$ cat src/design/shacr_pkg.sv
package shacr_pkg;

   localparam int unsigned WORDS       = 8;
   localparam int unsigned ROUNDS      = 80;
   localparam int unsigned ROUND_WIDTH = $clog2(ROUNDS);
   localparam int unsigned INDEX_WIDTH = $clog2(WORDS);

   localparam logic [ROUND_WIDTH-1:0] LAST_ROUND = ROUND_WIDTH'(ROUNDS - 1);
   localparam logic [INDEX_WIDTH-1:0] LAST_INDEX = INDEX_WIDTH'(WORDS - 1);

   // Word 0 is the working word a (most significant chain word).
   typedef logic [0:WORDS-1][63:0] word_array_type;

   localparam word_array_type INIT_HASH = '{
      64'h6a09e667f3bcc908, 64'hbb67ae8584caa73b, 64'h3c6ef372fe94f82b, 64'ha54ff53a5f1d36f1,
      64'h510e527fade682d1, 64'h9b05688c2b3e6c1f, 64'h1f83d9abfb41bd6b, 64'h5be0cd19137e2179
   };

   localparam logic [63:0] ROUND_K [0:ROUNDS-1] = '{
      64'h428a2f98d728ae22, 64'h7137449123ef65cd, 64'hb5c0fbcfec4d3b2f, 64'he9b5dba58189dbbc,
      64'h3956c25bf348b538, 64'h59f111f1b605d019, 64'h923f82a4af194f9b, 64'hab1c5ed5da6d8118,
      64'hd807aa98a3030242, 64'h12835b0145706fbe, 64'h243185be4ee4b28c, 64'h550c7dc3d5ffb4e2,
      64'h72be5d74f27b896f, 64'h80deb1fe3b1696b1, 64'h9bdc06a725c71235, 64'hc19bf174cf692694,
      64'he49b69c19ef14ad2, 64'hefbe4786384f25e3, 64'h0fc19dc68b8cd5b5, 64'h240ca1cc77ac9c65,
      64'h2de92c6f592b0275, 64'h4a7484aa6ea6e483, 64'h5cb0a9dcbd41fbd4, 64'h76f988da831153b5,
      64'h983e5152ee66dfab, 64'ha831c66d2db43210, 64'hb00327c898fb213f, 64'hbf597fc7beef0ee4,
      64'hc6e00bf33da88fc2, 64'hd5a79147930aa725, 64'h06ca6351e003826f, 64'h142929670a0e6e70,
      64'h27b70a8546d22ffc, 64'h2e1b21385c26c926, 64'h4d2c6dfc5ac42aed, 64'h53380d139d95b3df,
      64'h650a73548baf63de, 64'h766a0abb3c77b2a8, 64'h81c2c92e47edaee6, 64'h92722c851482353b,
      64'ha2bfe8a14cf10364, 64'ha81a664bbc423001, 64'hc24b8b70d0f89791, 64'hc76c51a30654be30,
      64'hd192e819d6ef5218, 64'hd69906245565a910, 64'hf40e35855771202a, 64'h106aa07032bbd1b8,
      64'h19a4c116b8d2d0c8, 64'h1e376c085141ab53, 64'h2748774cdf8eeb99, 64'h34b0bcb5e19b48a8,
      64'h391c0cb3c5c95a63, 64'h4ed8aa4ae3418acb, 64'h5b9cca4f7763e373, 64'h682e6ff3d6b2b8a3,
      64'h748f82ee5defb2fc, 64'h78a5636f43172f60, 64'h84c87814a1f0ab72, 64'h8cc702081a6439ec,
      64'h90befffa23631e28, 64'ha4506cebde82bde9, 64'hbef9a3f7b2c67915, 64'hc67178f2e372532b,
      64'hca273eceea26619c, 64'hd186b8c721c0c207, 64'heada7dd6cde0eb1e, 64'hf57d4f7fee6ed178,
      64'h06f067aa72176fba, 64'h0a637dc5a2c898a6, 64'h113f9804bef90dae, 64'h1b710b35131c471b,
      64'h28db77f523047d84, 64'h32caab7b40c72493, 64'h3c9ebe0a15c9bebc, 64'h431d67c49c100d4c,
      64'h4cc5d4becb3e42b6, 64'h597f299cfc657e2a, 64'h5fcb6fab3ad6faec, 64'h6c44198c4a475817
   };

   // One registered round input: schedule word already summed with its round constant.
   typedef struct packed {
      logic [63:0]            wk;
      logic                   restart;
      logic [ROUND_WIDTH-1:0] round;
   } round_item_type;

   typedef struct packed {
      logic           valid;
      word_array_type words;
   } digest_load_type;

   function automatic logic [63:0] big_sigma0(input logic [63:0] x);
      return {x[27:0], x[63:28]} ^ {x[33:0], x[63:34]} ^ {x[38:0], x[63:39]};
   endfunction

   function automatic logic [63:0] big_sigma1(input logic [63:0] x);
      return {x[13:0], x[63:14]} ^ {x[17:0], x[63:18]} ^ {x[40:0], x[63:41]};
   endfunction

   function automatic logic [63:0] choose(input logic [63:0] e, input logic [63:0] f,
                                          input logic [63:0] g);
      return (e & f) ^ (~e & g);
   endfunction

   function automatic logic [63:0] majority(input logic [63:0] a, input logic [63:0] b,
                                            input logic [63:0] c);
      return (a & b) ^ (a & c) ^ (b & c);
   endfunction

endpackage

$ cat src/design/shacr_round_core.sv
module shacr_round_core (
   input  logic                              clock,
   input  logic                              reset,
   input  logic                              item_valid,
   input  shacr_pkg::round_item_type         item,
   input  logic                              digest_busy,
   output logic                              core_ready,
   output shacr_pkg::digest_load_type        digest_load
);

   shacr_pkg::word_array_type working_ff, working_in;
   shacr_pkg::word_array_type chain_ff, chain_in;
   shacr_pkg::word_array_type src;
   shacr_pkg::word_array_type next_work;
   shacr_pkg::word_array_type sums;
   logic [63:0]               t1, t2;
   logic                      consume;
   logic                      is_first, is_last;

   assign is_first = (item.round == '0);
   assign is_last  = (item.round == shacr_pkg::LAST_ROUND);

   // The final round needs the digest buffer free before it may fold into the chain.
   assign core_ready = !(item_valid && is_last && digest_busy);
   assign consume    = item_valid && core_ready;

   always_comb begin
      if (is_first) begin
         src = item.restart ? shacr_pkg::INIT_HASH : chain_ff;
      end else begin
         src = working_ff;
      end
      t1 = src[7] + shacr_pkg::big_sigma1(src[4]) + shacr_pkg::choose(src[4], src[5], src[6])
           + item.wk;
      t2 = shacr_pkg::big_sigma0(src[0]) + shacr_pkg::majority(src[0], src[1], src[2]);
      next_work[0] = t1 + t2;
      next_work[1] = src[0];
      next_work[2] = src[1];
      next_work[3] = src[2];
      next_work[4] = src[3] + t1;
      next_work[5] = src[4];
      next_work[6] = src[5];
      next_work[7] = src[6];
      for (int i = 0; i < shacr_pkg::WORDS; i++) begin
         sums[i] = chain_ff[i] + next_work[i];
      end
   end

   always_comb begin
      working_in = working_ff;
      chain_in   = chain_ff;
      if (consume) begin
         working_in = next_work;
         if (is_first && item.restart) begin
            chain_in = shacr_pkg::INIT_HASH;
         end
         if (is_last) begin
            chain_in = sums;
         end
      end
   end

   always_ff @(posedge clock) begin
      if (reset) begin
         chain_ff <= shacr_pkg::INIT_HASH;
      end else begin
         chain_ff <= chain_in;
      end
      working_ff <= working_in;
   end

   assign digest_load.valid = consume && is_last;
   assign digest_load.words = sums;

endmodule

$ cat config.mk
export PLATFORM = sky130hd
export DESIGN_NAME = shacr_round_core
export DESIGN_NICKNAME = d
export VERILOG_FILES = /design/src/design/shacr_pkg.sv /design/src/design/shacr_round_core.sv
export SDC_FILE = /design/constraint.sdc
export NUM_CORES = 2
export LEC_CHECK = 0
export BUFFER_PORTS_ARGS = -buffer_cell sky130_fd_sc_hd__buf_4
export CAP_MARGIN = 30
export CORE_MARGIN = 5
export CORE_UTILIZATION = 35
export DETAILED_ROUTE_END_ITERATION = 10
export PLACE_DENSITY = 0.54
export SLEW_MARGIN = 5
export SYNTH_ARGS = -nofsm -noshare
export SYNTH_HDL_FRONTEND = slang
export SYNTH_SLANG_ARGS = --single-unit
$ cat constraint.sdc
create_clock -name clock -period 61.4 [get_ports clock]
set_clock_uncertainty 0.05 [all_clocks]
set_input_delay 18.42 -clock clock [delete_from_list [all_inputs] [get_ports clock]]
set_output_delay 18.42 -clock clock [all_outputs]
set_load 0.1 [all_outputs]
==> flow_metrics.py <==
metrics = {
    "finish": {
        "n_fill_cell": 24192,
        "nets": 11139,
        "area_growth_pct": 15.0,
        "finish.utilization": 0.404,
        "drive_gt1_frac": 0.103,
        "stdcell_area_mm2": 0.0973,
    },
    "worst_setup_path": {
        "max_stage_delay_ns": 0.83,
        "rrSetupSlack_ns": 47.93,
        "cp.required_ns": 42.93,
        "crit_type": "primary input to output pin",
        "path_depth": 56,
        "worstPathArrival_ns": 33.59,
        "path_common_cell": "a21oi_1",
        "path_delay_family": "compound AO/OA/AOI/OAI gates",
        "r2r_end": "chain_ff[511]",
        "worstSetupEndpointType": "output pin",
        "critPathSlowestCell": "or4_1",
        "r2r_cells": 55,
        "path_buf_inv": 9,
        "start_kind": "primary input",
        "r2r-start": "chain_ff[233]",
        "crit_fanout": 142,
    },
    "drt": {
        "detail-route-antenna-nets": 0,
        "via_per_inst": 5.77,
        "routed_wl_um": 382000,
        "post_drt_wl_per_cell_um": 28.3,
        "initialDrtViolationCount": 7579,
        "drc": 0,
        "drt_pass1_iterations": 6,
        "via_count": 77851,
    },
    "yosys": {
        "seq_area_frac_synth": 0.303,
        "ys_seq_elements": 1024,
        "synth_top_cell_by_area": "edfxtp_1",
        "syn_inst": 9786,
        "synth.most_common_cell": "nand2_1",
        "synth_area_leaders": "edfxtp_1, dfxtp_1, ha_1",
        "avgSynthCellArea_um2": 8.65,
        "synth_cell_types": 107,
        "synth_nets": 10735,
        "synthTopCellsByCount": "nand2_1, a21oi_1, ha_1",
        "synthFlopType": "edfxtp_1",
        "synth_edf_count": 512,
        "synth_area_mm2": 0.0846,
        "yosys_warnings": 0,
        "synth_top_area_frac": 0.182,
        "async_flop_share": 0,
    },
    "clock_network": {
        "cts_setup_buffers": 0,
        "h-tree-depth": 4,
        "cts.clk_slew.worst_paths_ns": 0.05,
        "clk_path_buf_depth": 3,
        "clock_sinks": 1024,
        "cts_buffers": 136,
        "clock_latency_ns": 0.86,
        "cts_hold_buffers": 0,
        "cts_tree": "done",
        "postCtsResizedCells": 0,
        "root_buffer": "clkbuf_16",
    },
    "global_routing": {
        "grt-ovfl-total": 0,
        "antenna_found_initial": 9,
        "grt_max_degree": 158,
        "grt_pass1_vias": 74717,
        "grt_pass1_wl_um": 537000,
        "track_usage": 0.290,
    },
    "floorplan": {
        "dieArea_mm2": 0.252,
        "ios": 590,
        "coreArea_mm2": 0.241,
        "start_util": 0.352,
        "die_x_um": 502,
        "placementRows": 180,
        "die_h_um": 502,
    },
    "timing": {
        "fmax_mhz": 19.2,
        "finalSetupTns_ns": 0,
        "drv_slew": 0,
        "final-hold-violation-count": 0,
        "setup_viol": 0,
        "finalCritPeriodShare": 0.848,
        "worstMarginPinSlew_ns": 1.15,
        "relSlewSlack": 0.226,
        "min_period_ns": 52.06,
        "rsz0062_at_grt": "false",
    },
    "place": {
        "placed_area_mm2": 0.0925,
        "place_congestion": 0.992,
        "dp_hpwl_um": 300000,
        "port_buffers": 589,
    },
    "outcome": {
        "outcome": "finished clean",
    },
    "worst_hold_path": {
        "min_path_type": "flip-flop to flip-flop",
        "hp-start": "chain_ff[444]",
        "min_to": "chain_ff[444]",
        "hold_depth": 1,
    },
    "job": {
        "max-cap-violations": 0,
    },
}
stage by stage:
step	hold WS [ns]	cells	setup WS (ns)
after floorplan	0.399	9786	11.29
after global placement	0.436	13221	9.33
after detailed placement	0.444	13237	9.42
after CTS	0.455	13490	9.35
after global routing	0.481	13491	8.43
final	0.460	13492	9.34
state kept, by name (all words and copies together), names as in the netlist:
signal and flops:
working_ff 512, chain_ff 512
logic make-up (layout without fill, tap and decap cells):
| logic type | Yosys count | after routing | synth area share |
|---|---|---|---|
| buffers and inverters | 982 | 1501 | 0.0441 |
| other | 0 | 2 | 0 |
| multiplexers | 75 | 75 | 0.00960 |
| AO/OA/AOI/OAI | 2999 | 2999 | 0.230 |
| adder cells (fa/ha/maj) | 925 | 925 | 0.152 |
| flip-flops | 1024 | 1024 | 0.303 |
| XOR/XNOR | 931 | 931 | 0.0976 |
| AND/OR/NAND/NOR | 2850 | 2850 | 0.163 |
routing by layer:
layer	GRT usage	part of all wire
met2	0.467	0.45
met3	0.0396	0.072
met1	0.392	0.43
met5	0	0
met4	0.121	0.047
worst max path at each step:
stage / startpoint / end / slack, ns
6_report: item[0] / digest_load[511] / 9.34
5_1_grt: item[0] / digest_load[511] / 8.43
4_1_cts: item[0] / digest_load[511] / 9.35
3_5_place_dp: item[0] / digest_load[511] / 9.42
3_3_place_gp: item[0] / digest_load[511] / 9.33
2_1_floorplan: item[1] / digest_load[494] / 11.29
area by class of cell:
type | count | area [um^2] | share of cell area
diodes | 2 | 5.00 | 0.0000514
clock buffers | 187 | 3860 | 0.0396
clock inverters | 66 | 957 | 0.00984
inverters | 531 | 2000 | 0.0205
multi-input cells | 7780 | 55300 | 0.569
flip-flops and latches | 1024 | 25600 | 0.263
well taps | 3185 | 3990 | 0.0410
repair buffers | 717 | 5510 | 0.0567
cells in the final DEF, fill, tap and decap left out, types with 45 or more instances in the layout:
| cell type | Yosys | final |
|---|---|---|
| a211oi_1 | 51 | 51 |
| a21o_1 | 433 | 433 |
| a21oi_1 | 749 | 744 |
| a22o_1 | 67 | 67 |
| a22oi_1 | 169 | 169 |
| a31oi_1 | 66 | 66 |
| and2_1 | 47 | 45 |
| and3_1 | 61 | 61 |
| buf_4 | 4 | 697 |
| clkbuf_16 | 0 | 137 |
| dfxtp_1 | 512 | 512 |
| edfxtp_1 | 512 | 512 |
| fa_1 | 192 | 192 |
| ha_1 | 681 | 681 |
| inv_1 | 520 | 520 |
| maj3_1 | 52 | 52 |
| mux2i_1 | 46 | 46 |
| nand2_1 | 1142 | 1139 |
| nand2b_1 | 293 | 292 |
| nand3_1 | 105 | 105 |
| nand3b_1 | 171 | 171 |
| nand4_1 | 101 | 101 |
| nor2_1 | 536 | 534 |
| nor2b_1 | 110 | 110 |
| nor3_1 | 90 | 90 |
| nor3b_1 | 61 | 61 |
| o21a_1 | 126 | 126 |
| o21ai_0 | 558 | 557 |
| o21bai_1 | 118 | 118 |
| o22a_1 | 82 | 82 |
| o22ai_1 | 199 | 199 |
| or3_1 | 60 | 59 |
| xnor2_1 | 678 | 678 |
| xor2_1 | 245 | 245 |
Power is left out: the tool's default activity adds up to more than one toggle a clock period on the data nets, which glitch-free logic cannot reach.
