**config.mk**
```make
export PLATFORM = sky130hd
export DESIGN_NAME = shacr_digest_buf
export DESIGN_NICKNAME = d
export VERILOG_FILES = /design/src/design/shacr_pkg.sv /design/src/design/shacr_digest_buf.sv
export SDC_FILE = /design/constraint.sdc
export NUM_CORES = 1
export LEC_CHECK = 0
export BUFFER_PORTS_ARGS = -buffer_cell sky130_fd_sc_hd__buf_4
export CELL_PAD_IN_SITES_DETAIL_PLACEMENT = 1
export CELL_PAD_IN_SITES_GLOBAL_PLACEMENT = 1
export CORE_AREA = 2 2 232 234
export DETAILED_ROUTE_END_ITERATION = 16
export DIE_AREA = 0 0 234 236
export PLACE_DENSITY = 0.75
export REMOVE_ABC_BUFFERS = 1
export SKIP_LAST_GASP = 1
export SLEW_MARGIN = 20
export SYNTH_ARGS = -nofsm -noshare
export SYNTH_HDL_FRONTEND = slang
export SYNTH_SLANG_ARGS = --single-unit
export TNS_END_PERCENT = 30
```
**constraint.sdc**
```tcl
create_clock -name clock -period 5.2 [get_ports clock]
set_input_delay 1.04 -clock clock [delete_from_list [all_inputs] [get_ports clock]]
set_output_delay 1.04 -clock clock [all_outputs]
set_load 0.01 [all_outputs]
```
**src/design/shacr_pkg.sv**
```systemverilog
package shacr_pkg;

   localparam int unsigned WORDS       = 8;
   localparam int unsigned ROUNDS      = 80;
   localparam int unsigned ROUND_WIDTH = $clog2(ROUNDS);
   localparam int unsigned INDEX_WIDTH = $clog2(WORDS);

   localparam logic [ROUND_WIDTH-1:0] LAST_ROUND = ROUND_WIDTH'(ROUNDS - 1);
   localparam logic [INDEX_WIDTH-1:0] LAST_INDEX = INDEX_WIDTH'(WORDS - 1);

   // Word 0 is the working word a (most significant chain word).
   typedef logic [0:WORDS-1][63:0] word_array_type;

   localparam word_array_type INIT_HASH = '{
      64'h6a09e667f3bcc908, 64'hbb67ae8584caa73b, 64'h3c6ef372fe94f82b, 64'ha54ff53a5f1d36f1,
      64'h510e527fade682d1, 64'h9b05688c2b3e6c1f, 64'h1f83d9abfb41bd6b, 64'h5be0cd19137e2179
   };

   localparam logic [63:0] ROUND_K [0:ROUNDS-1] = '{
      64'h428a2f98d728ae22, 64'h7137449123ef65cd, 64'hb5c0fbcfec4d3b2f, 64'he9b5dba58189dbbc,
      64'h3956c25bf348b538, 64'h59f111f1b605d019, 64'h923f82a4af194f9b, 64'hab1c5ed5da6d8118,
      64'hd807aa98a3030242, 64'h12835b0145706fbe, 64'h243185be4ee4b28c, 64'h550c7dc3d5ffb4e2,
      64'h72be5d74f27b896f, 64'h80deb1fe3b1696b1, 64'h9bdc06a725c71235, 64'hc19bf174cf692694,
      64'he49b69c19ef14ad2, 64'hefbe4786384f25e3, 64'h0fc19dc68b8cd5b5, 64'h240ca1cc77ac9c65,
      64'h2de92c6f592b0275, 64'h4a7484aa6ea6e483, 64'h5cb0a9dcbd41fbd4, 64'h76f988da831153b5,
      64'h983e5152ee66dfab, 64'ha831c66d2db43210, 64'hb00327c898fb213f, 64'hbf597fc7beef0ee4,
      64'hc6e00bf33da88fc2, 64'hd5a79147930aa725, 64'h06ca6351e003826f, 64'h142929670a0e6e70,
      64'h27b70a8546d22ffc, 64'h2e1b21385c26c926, 64'h4d2c6dfc5ac42aed, 64'h53380d139d95b3df,
      64'h650a73548baf63de, 64'h766a0abb3c77b2a8, 64'h81c2c92e47edaee6, 64'h92722c851482353b,
      64'ha2bfe8a14cf10364, 64'ha81a664bbc423001, 64'hc24b8b70d0f89791, 64'hc76c51a30654be30,
      64'hd192e819d6ef5218, 64'hd69906245565a910, 64'hf40e35855771202a, 64'h106aa07032bbd1b8,
      64'h19a4c116b8d2d0c8, 64'h1e376c085141ab53, 64'h2748774cdf8eeb99, 64'h34b0bcb5e19b48a8,
      64'h391c0cb3c5c95a63, 64'h4ed8aa4ae3418acb, 64'h5b9cca4f7763e373, 64'h682e6ff3d6b2b8a3,
      64'h748f82ee5defb2fc, 64'h78a5636f43172f60, 64'h84c87814a1f0ab72, 64'h8cc702081a6439ec,
      64'h90befffa23631e28, 64'ha4506cebde82bde9, 64'hbef9a3f7b2c67915, 64'hc67178f2e372532b,
      64'hca273eceea26619c, 64'hd186b8c721c0c207, 64'heada7dd6cde0eb1e, 64'hf57d4f7fee6ed178,
      64'h06f067aa72176fba, 64'h0a637dc5a2c898a6, 64'h113f9804bef90dae, 64'h1b710b35131c471b,
      64'h28db77f523047d84, 64'h32caab7b40c72493, 64'h3c9ebe0a15c9bebc, 64'h431d67c49c100d4c,
      64'h4cc5d4becb3e42b6, 64'h597f299cfc657e2a, 64'h5fcb6fab3ad6faec, 64'h6c44198c4a475817
   };

   // One registered round input: schedule word already summed with its round constant.
   typedef struct packed {
      logic [63:0]            wk;
      logic                   restart;
      logic [ROUND_WIDTH-1:0] round;
   } round_item_type;

   typedef struct packed {
      logic           valid;
      word_array_type words;
   } digest_load_type;

   function automatic logic [63:0] big_sigma0(input logic [63:0] x);
      return {x[27:0], x[63:28]} ^ {x[33:0], x[63:34]} ^ {x[38:0], x[63:39]};
   endfunction

   function automatic logic [63:0] big_sigma1(input logic [63:0] x);
      return {x[13:0], x[63:14]} ^ {x[17:0], x[63:18]} ^ {x[40:0], x[63:41]};
   endfunction

   function automatic logic [63:0] choose(input logic [63:0] e, input logic [63:0] f,
                                          input logic [63:0] g);
      return (e & f) ^ (~e & g);
   endfunction

   function automatic logic [63:0] majority(input logic [63:0] a, input logic [63:0] b,
                                            input logic [63:0] c);
      return (a & b) ^ (a & c) ^ (b & c);
   endfunction

endpackage

```
**src/design/shacr_digest_buf.sv**
```systemverilog
module shacr_digest_buf (
   input  logic                              clock,
   input  logic                              reset,
   input  shacr_pkg::digest_load_type        digest_load,
   output logic                              digest_busy,
   output logic                              rsp_tvalid,
   input  logic                              rsp_tready,
   output logic [71:0]                       rsp_tdata,   // [2:0] digest_index, [66:3] digest_word
   output logic                              rsp_tlast    // last_word
);

   shacr_pkg::word_array_type           digest_ff, digest_in;
   logic                                busy_ff, busy_in;
   logic [shacr_pkg::INDEX_WIDTH-1:0]   index_ff, index_in;
   logic                                transfer;

   assign transfer = busy_ff && rsp_tready;

   always_comb begin
      digest_in = digest_ff;
      busy_in   = busy_ff;
      index_in  = index_ff;
      if (digest_load.valid) begin
         digest_in = digest_load.words;
         busy_in   = 1'b1;
         index_in  = '0;
      end else if (transfer) begin
         index_in = index_ff + 1'b1;
         if (index_ff == shacr_pkg::LAST_INDEX) begin
            busy_in = 1'b0;
         end
      end
   end

   always_ff @(posedge clock) begin
      if (reset) begin
         busy_ff  <= 1'b0;
         index_ff <= '0;
      end else begin
         busy_ff  <= busy_in;
         index_ff <= index_in;
      end
      digest_ff <= digest_in;
   end

   assign digest_busy = busy_ff;
   assign rsp_tvalid  = busy_ff;
   assign rsp_tdata   = {5'b0, digest_ff[index_ff], index_ff};
   assign rsp_tlast   = (index_ff == shacr_pkg::LAST_INDEX);

endmodule
```
==> summary.txt, run 1 <==
Clock network
  • Reg clk slew, reported paths: 0.06 ns
  • Worst skew pair latency: 0.59 ns
  • Clock Tree Root: clkbuf_16
  • CTS tree: built
  • Number of setup buffers added after CTS: 0
  • Clock buffer depth: 3
  • Clock sink total: 516
  • H-Tree Depth: 2
  • Cts bufs inserted: 55
  • Post-CTS resize count: 0
  • Cts hold-fix bufs: 0

Layout
  • Area grow syn2layout: 36.77%
  • Post-route cell area: 0.02659 mm^2
  • Final Non-Filler Cells: 2131
  • Nets: 1902
  • Most frequent cells in the layout: 592 x buf_4, 512 x edfxtp_1, 128 x mux4_2
  • Most common cell after layout, fill and taps aside: buf_4
  • Fraction of layout cells with a size suffix above 1: 61.82%

Setup path
  • CP max stage delay: 0.61 ns
  • Worst Reg2Reg Path Length in Cells: 5
  • Critical path's slowest cell: dfxtp_4
  • Crit path max fanout: 64
  • Crit path arrival time: 2.81 ns
  • Critical Path Source: index_ff[0]
  • Worst setup EP type: output port
  • Critical-path cell list: buf_12 -> mux4_2 -> mux2_2 -> buf_4
  • Critical R2R Launch: index_ff[0]
  • Worst Setup Start Kind: flip-flop
  • Worst Path Required: 4.16 ns
  • Worst setup path class: flip-flop to output port

Worst hold path
  • Hold path depth: 1
  • Worst hold path type: primary input to flip-flop
  • Critical hold path startpoint: digest_load[227]

Logic synthesis
  • Xor/xnor share of the synthesized area: 0%
  • Compound-Gate Fraction of Synth Area: 0.3218%
  • Simple-Gate Fraction of Synth Area: 0.1223%
  • Largest family of logic cells by synthesized area: multiplexers
  • Synth unique cells: 18
  • Mapped Avg Cell Area: 25.42 um^2
  • Synthesized flop and latch total: 516
  • Syn Inst Count: 765
  • Register area share after synthesis: 79.49%
  • Synth Cell Area: 0.01944 mm^2
  • Multiplexer share of the synthesized area: 18.53%
  • Adder-cell share of the synthesized area: 0.1287%
  • Ys Warns: 0

Timing
  • Fmax achieved: 259.5 MHz
  • Minimum clock period: 3.854 ns
  • Skew final: 0.01574 ns
  • Unrepaired setup endpoints after global routing: no
  • Relative slew slack: 33.09%
  • Max Slew Vio Count: 0
  • Final hold viol count: 0
  • # setup viols final: 0
  • Final worst-path cycle share: 74.12%
  • Worst Tran Pin Value: 1.004 ns

Routing
  • Avg Vias per Cell: 4.870
  • Post-route ant nets: 0
  • DRT iter0 DRCs: 621
  • Drt drc: 0
  • DR vias: 10380
  • Post-Route WL: 52.80 mm
  • DR pass1 iterations: 4
  • Drt wl/cell: 24.78 um

Floorplan
  • Initial core utilization: 36.64%
  • Die ar.: 0.05522 mm^2
  • # IOs: 591
  • Chip height: 236 um
  • Core area: 0.05307 mm^2
  • Site row count: 85
  • Die width: 234 um

Global routing
  • Largest net degree at the start of global routing: 123
  • Vias in the first global route: 11960
  • GRT Util Overall: 18.94%
  • Initial antenna violation count: 5
  • Remaining Overflow, GRT: 0
  • First-pass GRT wire length: 76.00 mm

Placement
  • Placed inst area: 0.02467 mm^2
  • HPWL after detailed placement: 37.97 mm
  • GP Congestion: 0.8573
  • Dpl cells: 2023
  • Buffers added on ports: 585

Run
  • Max Cap Violations: 0

Power and ir drop
  • Peak supply drop: 0.0002530 V
  • PwrDens: 372.4 mW/mm^2
  • LEAKAGE: 0.009829 uW

Outcome
  • Status: completed
[kinds of logic after synthesis]
group,Yosys count
other,1
muxes,192
AOI/OAI and AO/OA,8
DFF,516
buffers and inverters,42
and+or+nand+nor,4
adders and majority gates,2
[critical path: cells and delay by family (launching register included)]
| kind | cells | cell delay (ns) |
|---|---|---|
| flip-flops | 1 | 0.61 |
| buffers and inverters | 2 | 0.59 |
| multiplexers | 2 | 0.91 |
[synthesized netlist by cell type]
cell type | number | area share [%]
edfxtp_1 | 512 | 79
mux4_2 | 128 | 15
mux2_2 | 64 | 3.7
buf_6 | 11 | 0.64
clkbuf_1 | 10 | 0.19
buf_1 | 9 | 0.17
buf_2 | 6 | 0.15
buf_4 | 6 | 0.23
dfxtp_1 | 4 | 0.41
a21bo_2 | 3 | 0.15
a21oi_1 | 3 | 0.077
ha_1 | 2 | 0.13
nand3_1 | 2 | 0.051
a21boi_0 | 1 | 0.039
conb_1 | 1 | 0.019
nand3b_1 | 1 | 0.039
o21ba_2 | 1 | 0.051
or2_2 | 1 | 0.032
[through the flow]
stage / setup TNS, ns / worst slack, ns / hold WS [ns] / util [%] / power [uW]
3_3_place_gp: 0 / 1.936 / 0.6122 / 46.49 / 5818
2_1_floorplan: -147.45 / -2.199 / 0.6026 / - / 5312
3_5_place_dp: 0 / 1.899 / 0.6508 / 46.49 / 5876
4_1_cts: 0 / 1.221 / 0.5639 / 50.09 / 10030
5_1_grt: 0 / 1.146 / 0.5782 / 50.11 / 10240
6_report: 0 / 1.346 / 0.6138 / 50.11 / 9904
[registers in the layout (all words and copies together), names as in the netlist]
| signal | flops |
|---|---|
| digest_ff | 512 |
| index_ff | 3 |
| digest_busy | 1 |
[worst paths after layout]
path              slack, ns             end
setup / recovery       1.35   rsp_tdata[28]
setup reg to reg       3.34     digest_busy
hold / removal         0.61  digest_ff[227]
hold reg to reg        0.63     index_ff[1]
[cell type report]
cell class / count / area [um^2]
fillers: 4866 / 26480
flip-flops and latches: 516 / 15470
clock buffers: 69 / 1479
repair buffers: 600 / 4599
diodes: 5 / 12.51
clock inverters: 34 / 431.7
well taps: 696 / 870.8
multi-input cells: 211 / 3734
[report_power, final]
| part | internal [uW] | switching (uW) | total (uW) |
|---|---|---|---|
| registers | 4940 | 108 | 5050 |
| logic | 470 | 261 | 730 |
| clock network | 2510 | 1610 | 4120 |
[layer usage]
metal / part of all wire [%] / track usage, % / wire length [um] / vias to the layer above
met1: 34 / 20.57 / 17900 / 5285
met5: 0 / 0 / 0 / -
met4: 4.6 / 9.053 / 2418 / 0
met2: 53 / 33.49 / 28170 / 431
li1: - / - / - / 4534
met3: 8.2 / 5.694 / 4314 / 127
Power figures use the tool's default switching activity.
==> run 2, diff against run 1 <==
- ABC_AREA: default -> 1
- CORE_AREA: 2 2 232 234 -> default
- CORE_UTILIZATION: default -> 40
- DIE_AREA: 0 0 234 236 -> default
- PLACE_DENSITY: 0.75 -> 0.85
- clock period: 5.2 -> 3.7 ns (I/O delays scaled with it)
==> summary.txt, run 2 <==
Layout
  • Fraction of layout cells with a size suffix above 1: 24.46%
  • Biggest register: digest_ff
  • Fin util: 53.12%
  • Max reg flops: 512
  • Area grow syn2layout: 30.37%
  • Most common cell after layout, fill and taps aside: nand2_1
  • Final Non-Filler Cells: 3614
  • Post-route cell area: 0.02944 mm^2
  • Nets: 3330
  • Most frequent cells in the layout: 840 x nand2_1, 602 x buf_4, 513 x inv_1
  • Fill cell count: 6146

Placement
  • GP Congestion: 0.8814
  • HPWL after detailed placement: 50.67 mm
  • Placed inst area: 0.02759 mm^2
  • Buffers added on ports: 585
  • Dpl cells: 3502

Logic synthesis
  • Post-synth top area share: 68.09%
  • Async SR Flop Fraction: 0%
  • Post-synth EDFFs: 512
  • Register area share after synthesis: 68.44%
  • Synth Cell Area: 0.02258 mm^2
  • Syn Inst Count: 2241
  • Synthesized flop and latch total: 516
  • Synth Flop Type: edfxtp_1
  • Synth unique cells: 17
  • Synth area leader: edfxtp_1
  • Count leader, synth: nand2_1
  • Mapped Avg Cell Area: 10.08 um^2
  • Ys Warns: 0
  • Top post-synthesis cells by area: edfxtp_1 68%, nand2_1 14%, inv_1 8.5%, nand3_1 5.7%, buf_6 1.2%
  • Synth cell count leaders: 840 x nand2_1, 514 x inv_1, 512 x edfxtp_1, 256 x nand3_1, 53 x buf_2

Timing
  • Setup TNS: 0 ns
  • Unrepaired setup endpoints after global routing: no
  • Final hold viol count: 0
  • Fmax achieved: 291.8 MHz
  • Final worst-path cycle share: 92.63%
  • Minimum clock period: 3.427 ns
  • # setup viols final: 0
  • Worst Tran Pin Value: 1.192 ns
  • Skew final: 0.02392 ns
  • Max Slew Vio Count: 0
  • Relative slew slack: 20.52%

Power and ir drop
  • LEAKAGE: 0.01437 uW
  • Peak supply drop: 0.0004429 V
  • Total power: 14160 uW
  • PwrDens: 481.2 mW/mm^2

Floorplan
  • # IOs: 591
  • Die ar.: 0.05741 mm^2
  • Initial core utilization: 40.75%
  • Die width: 239.6 um
  • Site row count: 86
  • Chip height: 239.6 um
  • Core area: 0.05542 mm^2

Clock network
  • Clock buffer depth: 3
  • CTS tree: built
  • Reg clk slew, reported paths: 0.07 ns
  • Clock Tree Root: clkbuf_16
  • Worst skew pair latency: 0.60 ns
  • Cts bufs inserted: 56
  • Post-CTS resize count: 0
  • Number of setup buffers added after CTS: 0
  • Clock sink total: 516
  • H-Tree Depth: 2
  • Cts hold-fix bufs: 0

Setup path
  • Critical path's slowest cell: buf_4
  • Worst setup path class: flip-flop to output port
  • Family with the most delay on the worst path: buffers and inverters
  • CP max stage delay: 0.82 ns
  • Worst Setup Start Kind: flip-flop
  • Crit path max fanout: 94
  • Crit path arrival time: 2.69 ns
  • Worst Path Required: 2.96 ns
  • Critical-path cell list: buf_4 -> nand2_1 -> nand3_1 -> nand2_1 -> nand2_1 -> nand2_1 -> buf_4
  • CP most frequent cell: nand2_1
  • Worst setup EP type: output port
  • CP Buf/Inv Count: 2

Global routing
  • Largest net degree at the start of global routing: 166
  • First-pass GRT wire length: 112.8 mm
  • Vias in the first global route: 19910
  • GRT Util Overall: 26.27%
  • Initial antenna violation count: 13
  • Remaining Overflow, GRT: 0

Routing
  • DRT iter0 DRCs: 1132
  • Avg Vias per Cell: 4.934
  • Post-Route WL: 76.32 mm
  • Post-route ant nets: 0
  • DR vias: 17830
  • Drt drc: 0
  • Drt wl/cell: 21.12 um
  • DR pass1 iterations: 5

Outcome
  • Status: completed

Run
  • Max Cap Violations: 0

Worst hold path
  • Worst hold path type: primary input to flip-flop
[run 2: routing by layer]
metal / global-route usage [%] / up-vias / routed length, um / part of all wire [%]
li1: - / 8092 / - / -
met1: 27.60 / 8736 / 26400 / 35
met2: 47.35 / 776 / 39840 / 52
met3: 6.811 / 219 / 5829 / 7.6
met4: 14.92 / 10 / 4187 / 5.5
met5: 0 / - / 63 / 0.083
[run 2: path summary, 6_finish.rpt]
check                           slack [ns]             to         from  cells past startpoint
worst max register to register        1.79    digest_busy  index_ff[2]                      5
worst min register to register        0.63    digest_busy  digest_busy                      2
worst min-delay path                  0.30    digest_busy        reset                      2
worst max-delay path                  0.27  rsp_tdata[42]  index_ff[0]                      7
[run 2: final cells by class]
class | count | area (um^2) | area share (%)
Antenna cell | 8 | 20.02 | 0.06800
Clock buffer | 65 | 1456 | 4.947
Clock inverter | 39 | 369.1 | 1.254
Inverter | 516 | 1948 | 6.618
Multi-Input combinational cell | 1109 | 4508 | 15.31
Sequential cell | 516 | 15470 | 52.54
Tap cell | 748 | 935.9 | 3.179
Timing Repair Buffer | 613 | 4735 | 16.08
[run 2: logic make-up after synthesis]
kind of cell             after synthesis  share of synthesized area (%)
adder cells (fa/ha/maj)                2                         0.1108
AND/OR/NAND/NOR                     1098                          19.68
buffers and inverters                620                          11.66
flip-flops                           516                          68.44
other                                  1                        0.01661
AO/OA/AOI/OAI                          4                        0.08866
[run 2: power breakdown]
part	internal (uW)	switching [uW]
clock	3300	2390
combinational	645	748
sequential	6940	146
total	10900	3280
[run 2: per-stage QoR]
stage | setup WS, ns | hold WS, ns
3_5_place_dp | 0.9639 | 0.6085
6_report | 0.2727 | 0.3043
5_1_grt | 0.1558 | 0.2760
4_1_cts | 0.2724 | 0.2652
2_1_floorplan | -4.940 | 0.6060
3_3_place_gp | 0.9691 | 0.5984
==> run 3, diff against run 2 <==
- ABC_AREA: 1 -> 0
- CORE_AREA: default -> 2 2 233 235
- CORE_UTILIZATION: 40 -> default
- DIE_AREA: default -> 0 0 235 237
- PLACE_DENSITY: 0.85 -> 0.75
- clock period: 3.7 -> 3.6 ns (I/O delays scaled with it)
==> summary.txt, run 3 (same netlist as run 1, synthesis figures left out) <==
Outcome
  • Status: completed

Layout
  • Fill cell count: 4905
  • Most frequent cells in the layout: 599 x buf_4, 512 x edfxtp_1, 128 x mux4_2
  • Most common cell after layout, fill and taps aside: buf_4
  • Nets: 1916
  • Max reg flops: 512
  • Final Non-Filler Cells: 2130
  • Biggest register: digest_ff
  • Fraction of layout cells with a size suffix above 1: 61.61%
  • Area grow syn2layout: 36.09%

Placement
  • HPWL after detailed placement: 38.24 mm
  • Dpl cells: 2038
  • GP Congestion: 0.8296
  • Dpl ws: 0.8748 ns
  • Buffers added on ports: 585

Setup path
  • Crit path arrival time: 2.58 ns
  • Worst setup path class: flip-flop to output port
  • Flop-to-flop setup slack: 1.93 ns
  • Crit path max fanout: 43
  • Worst setup EP type: output port
  • Worst Setup Start Kind: flip-flop
  • Critical-path cell list: buf_12 -> mux4_2 -> mux2_2 -> buf_4
  • R2r endpoint: digest_busy
  • CP max stage delay: 0.56 ns
  • Worst Reg2Reg Path Length in Cells: 5
  • Critical R2R Launch: index_ff[0]
  • Critical path's slowest cell: dfxtp_4
  • CP Buf/Inv Count: 2
  • Worst Path Required: 2.88 ns
  • Family with the most delay on the worst path: multiplexers

Timing
  • Setup TNS: 0 ns
  • Post-route worst setup slack: 0.2986 ns
  • Skew final: 0.0005594 ns
  • Minimum clock period: 3.301 ns
  • Relative slew slack: 41.88%
  • Max Slew Vio Count: 0
  • # setup viols final: 0
  • Final worst-path cycle share: 91.71%
  • Hold Slack: 0.3086 ns
  • Unrepaired setup endpoints after global routing: no
  • Worst Tran Pin Value: 0.8718 ns
  • Final hold viol count: 0
  • Fmax achieved: 302.9 MHz

Power and ir drop
  • LEAKAGE: 0.009770 uW
  • PwrDens: 509.0 mW/mm^2
  • Peak supply drop: 0.0004189 V

Global routing
  • First-pass GRT wire length: 76.50 mm
  • M2 GR Usage: 32.95%
  • GRT Util Overall: 18.61%
  • Initial antenna violation count: 4
  • Top Usage Layer GRT: met2
  • Vias in the first global route: 11960
  • Remaining Overflow, GRT: 0
  • Largest net degree at the start of global routing: 95
  • Met3 Usage GRT: 5.071%
  • Met1 usage: 21.12%

Clock network
  • Clock Tree Root: clkbuf_16
  • CTS tree: built
  • Cts hold-fix bufs: 0
  • Reg clk slew, reported paths: 0.06 ns
  • Post-CTS resize count: 0
  • Clock sink total: 516
  • Clock buffer depth: 3
  • Worst skew pair latency: 0.58 ns
  • H-Tree Depth: 2
  • Number of setup buffers added after CTS: 0
  • Cts bufs inserted: 54

Routing
  • Drt drc: 0
  • DR pass1 iterations: 4
  • Avg Vias per Cell: 4.895
  • Post-Route WL: 52.53 mm
  • Post-route ant nets: 0
  • DR vias: 10430
  • Drt wl/cell: 24.66 um
  • DRT iter0 DRCs: 664

Worst hold path
  • Worst Hold Path EP: digest_ff[217]
  • Hold path depth: 1
  • Critical hold path startpoint: digest_load[217]
  • Worst hold path type: primary input to flip-flop

Floorplan
  • # IOs: 591
  • Initial core utilization: 36.49%
  • Die ar.: 0.05570 mm^2
  • Chip height: 237 um
  • Core area: 0.05328 mm^2
  • Die width: 235 um
  • Site row count: 85

Run
  • Max Cap Violations: 0
-- run 3: cell count changes in the layout (fill, tap and decap cells not counted), moves of 10 or more --
cell and change:
inv_1 -513, mux2_2 +64, nand2_1 -840, mux4_2 +128, nand3_1 -254, clkinv_1 -10
-- run 3: through the flow --
| step | util [%] | total power (uW) | area, um^2 |
|---|---|---|---|
| 3_5_place_dp | 46.70 | 8500 | 24880 |
| 2_1_floorplan | - | 7674 | 19190 |
| 4_1_cts | 49.64 | 13650 | 26450 |
| 5_1_grt | 49.66 | 13960 | 26460 |
| 3_3_place_gp | 46.70 | 8421 | 24880 |
| 6_report | 49.66 | 13470 | 26460 |
-- run 3: report_power, final --
group	switching (uW)	total [uW]	internal (uW)
Combinational	383	1080	693
Clock	2200	5110	2910
Sequential	150	7290	7140
Total	2730	13500	10700
-- run 3: final cells by class --
type	count	area [um^2]	share of cell area, %
clock inverters	18	135.1	0.5107
flip-flops and latches	516	15470	58.45
clock buffers	70	1433	5.414
diodes	4	10.01	0.03783
repair buffers	615	4812	18.19
multi-input cells	211	3734	14.11
well taps	696	870.8	3.291
-- run 3: worst max-delay path by stage --
stage / from / to / slack, ns / cells after the start
floorplan: index_ff[0] / rsp_tdata[10] / -3.48 / 2
global placement: index_ff[0] / rsp_tdata[8] / 0.90 / 4
finish: index_ff[0] / rsp_tdata[8] / 0.30 / 4
detailed placement: index_ff[0] / rsp_tdata[8] / 0.87 / 4
CTS: index_ff[0] / rsp_tdata[8] / 0.20 / 4
global route: index_ff[0] / rsp_tdata[8] / 0.13 / 4
-- run 3: layer usage --
| metal | part of all wire, % | vias to the layer above |
|---|---|---|
| met4 | 3.8 | 2 |
| met3 | 7.1 | 112 |
| met1 | 36 | 5323 |
| li1 | - | 4550 |
| met2 | 53 | 440 |
| met5 | 0.023 | - |
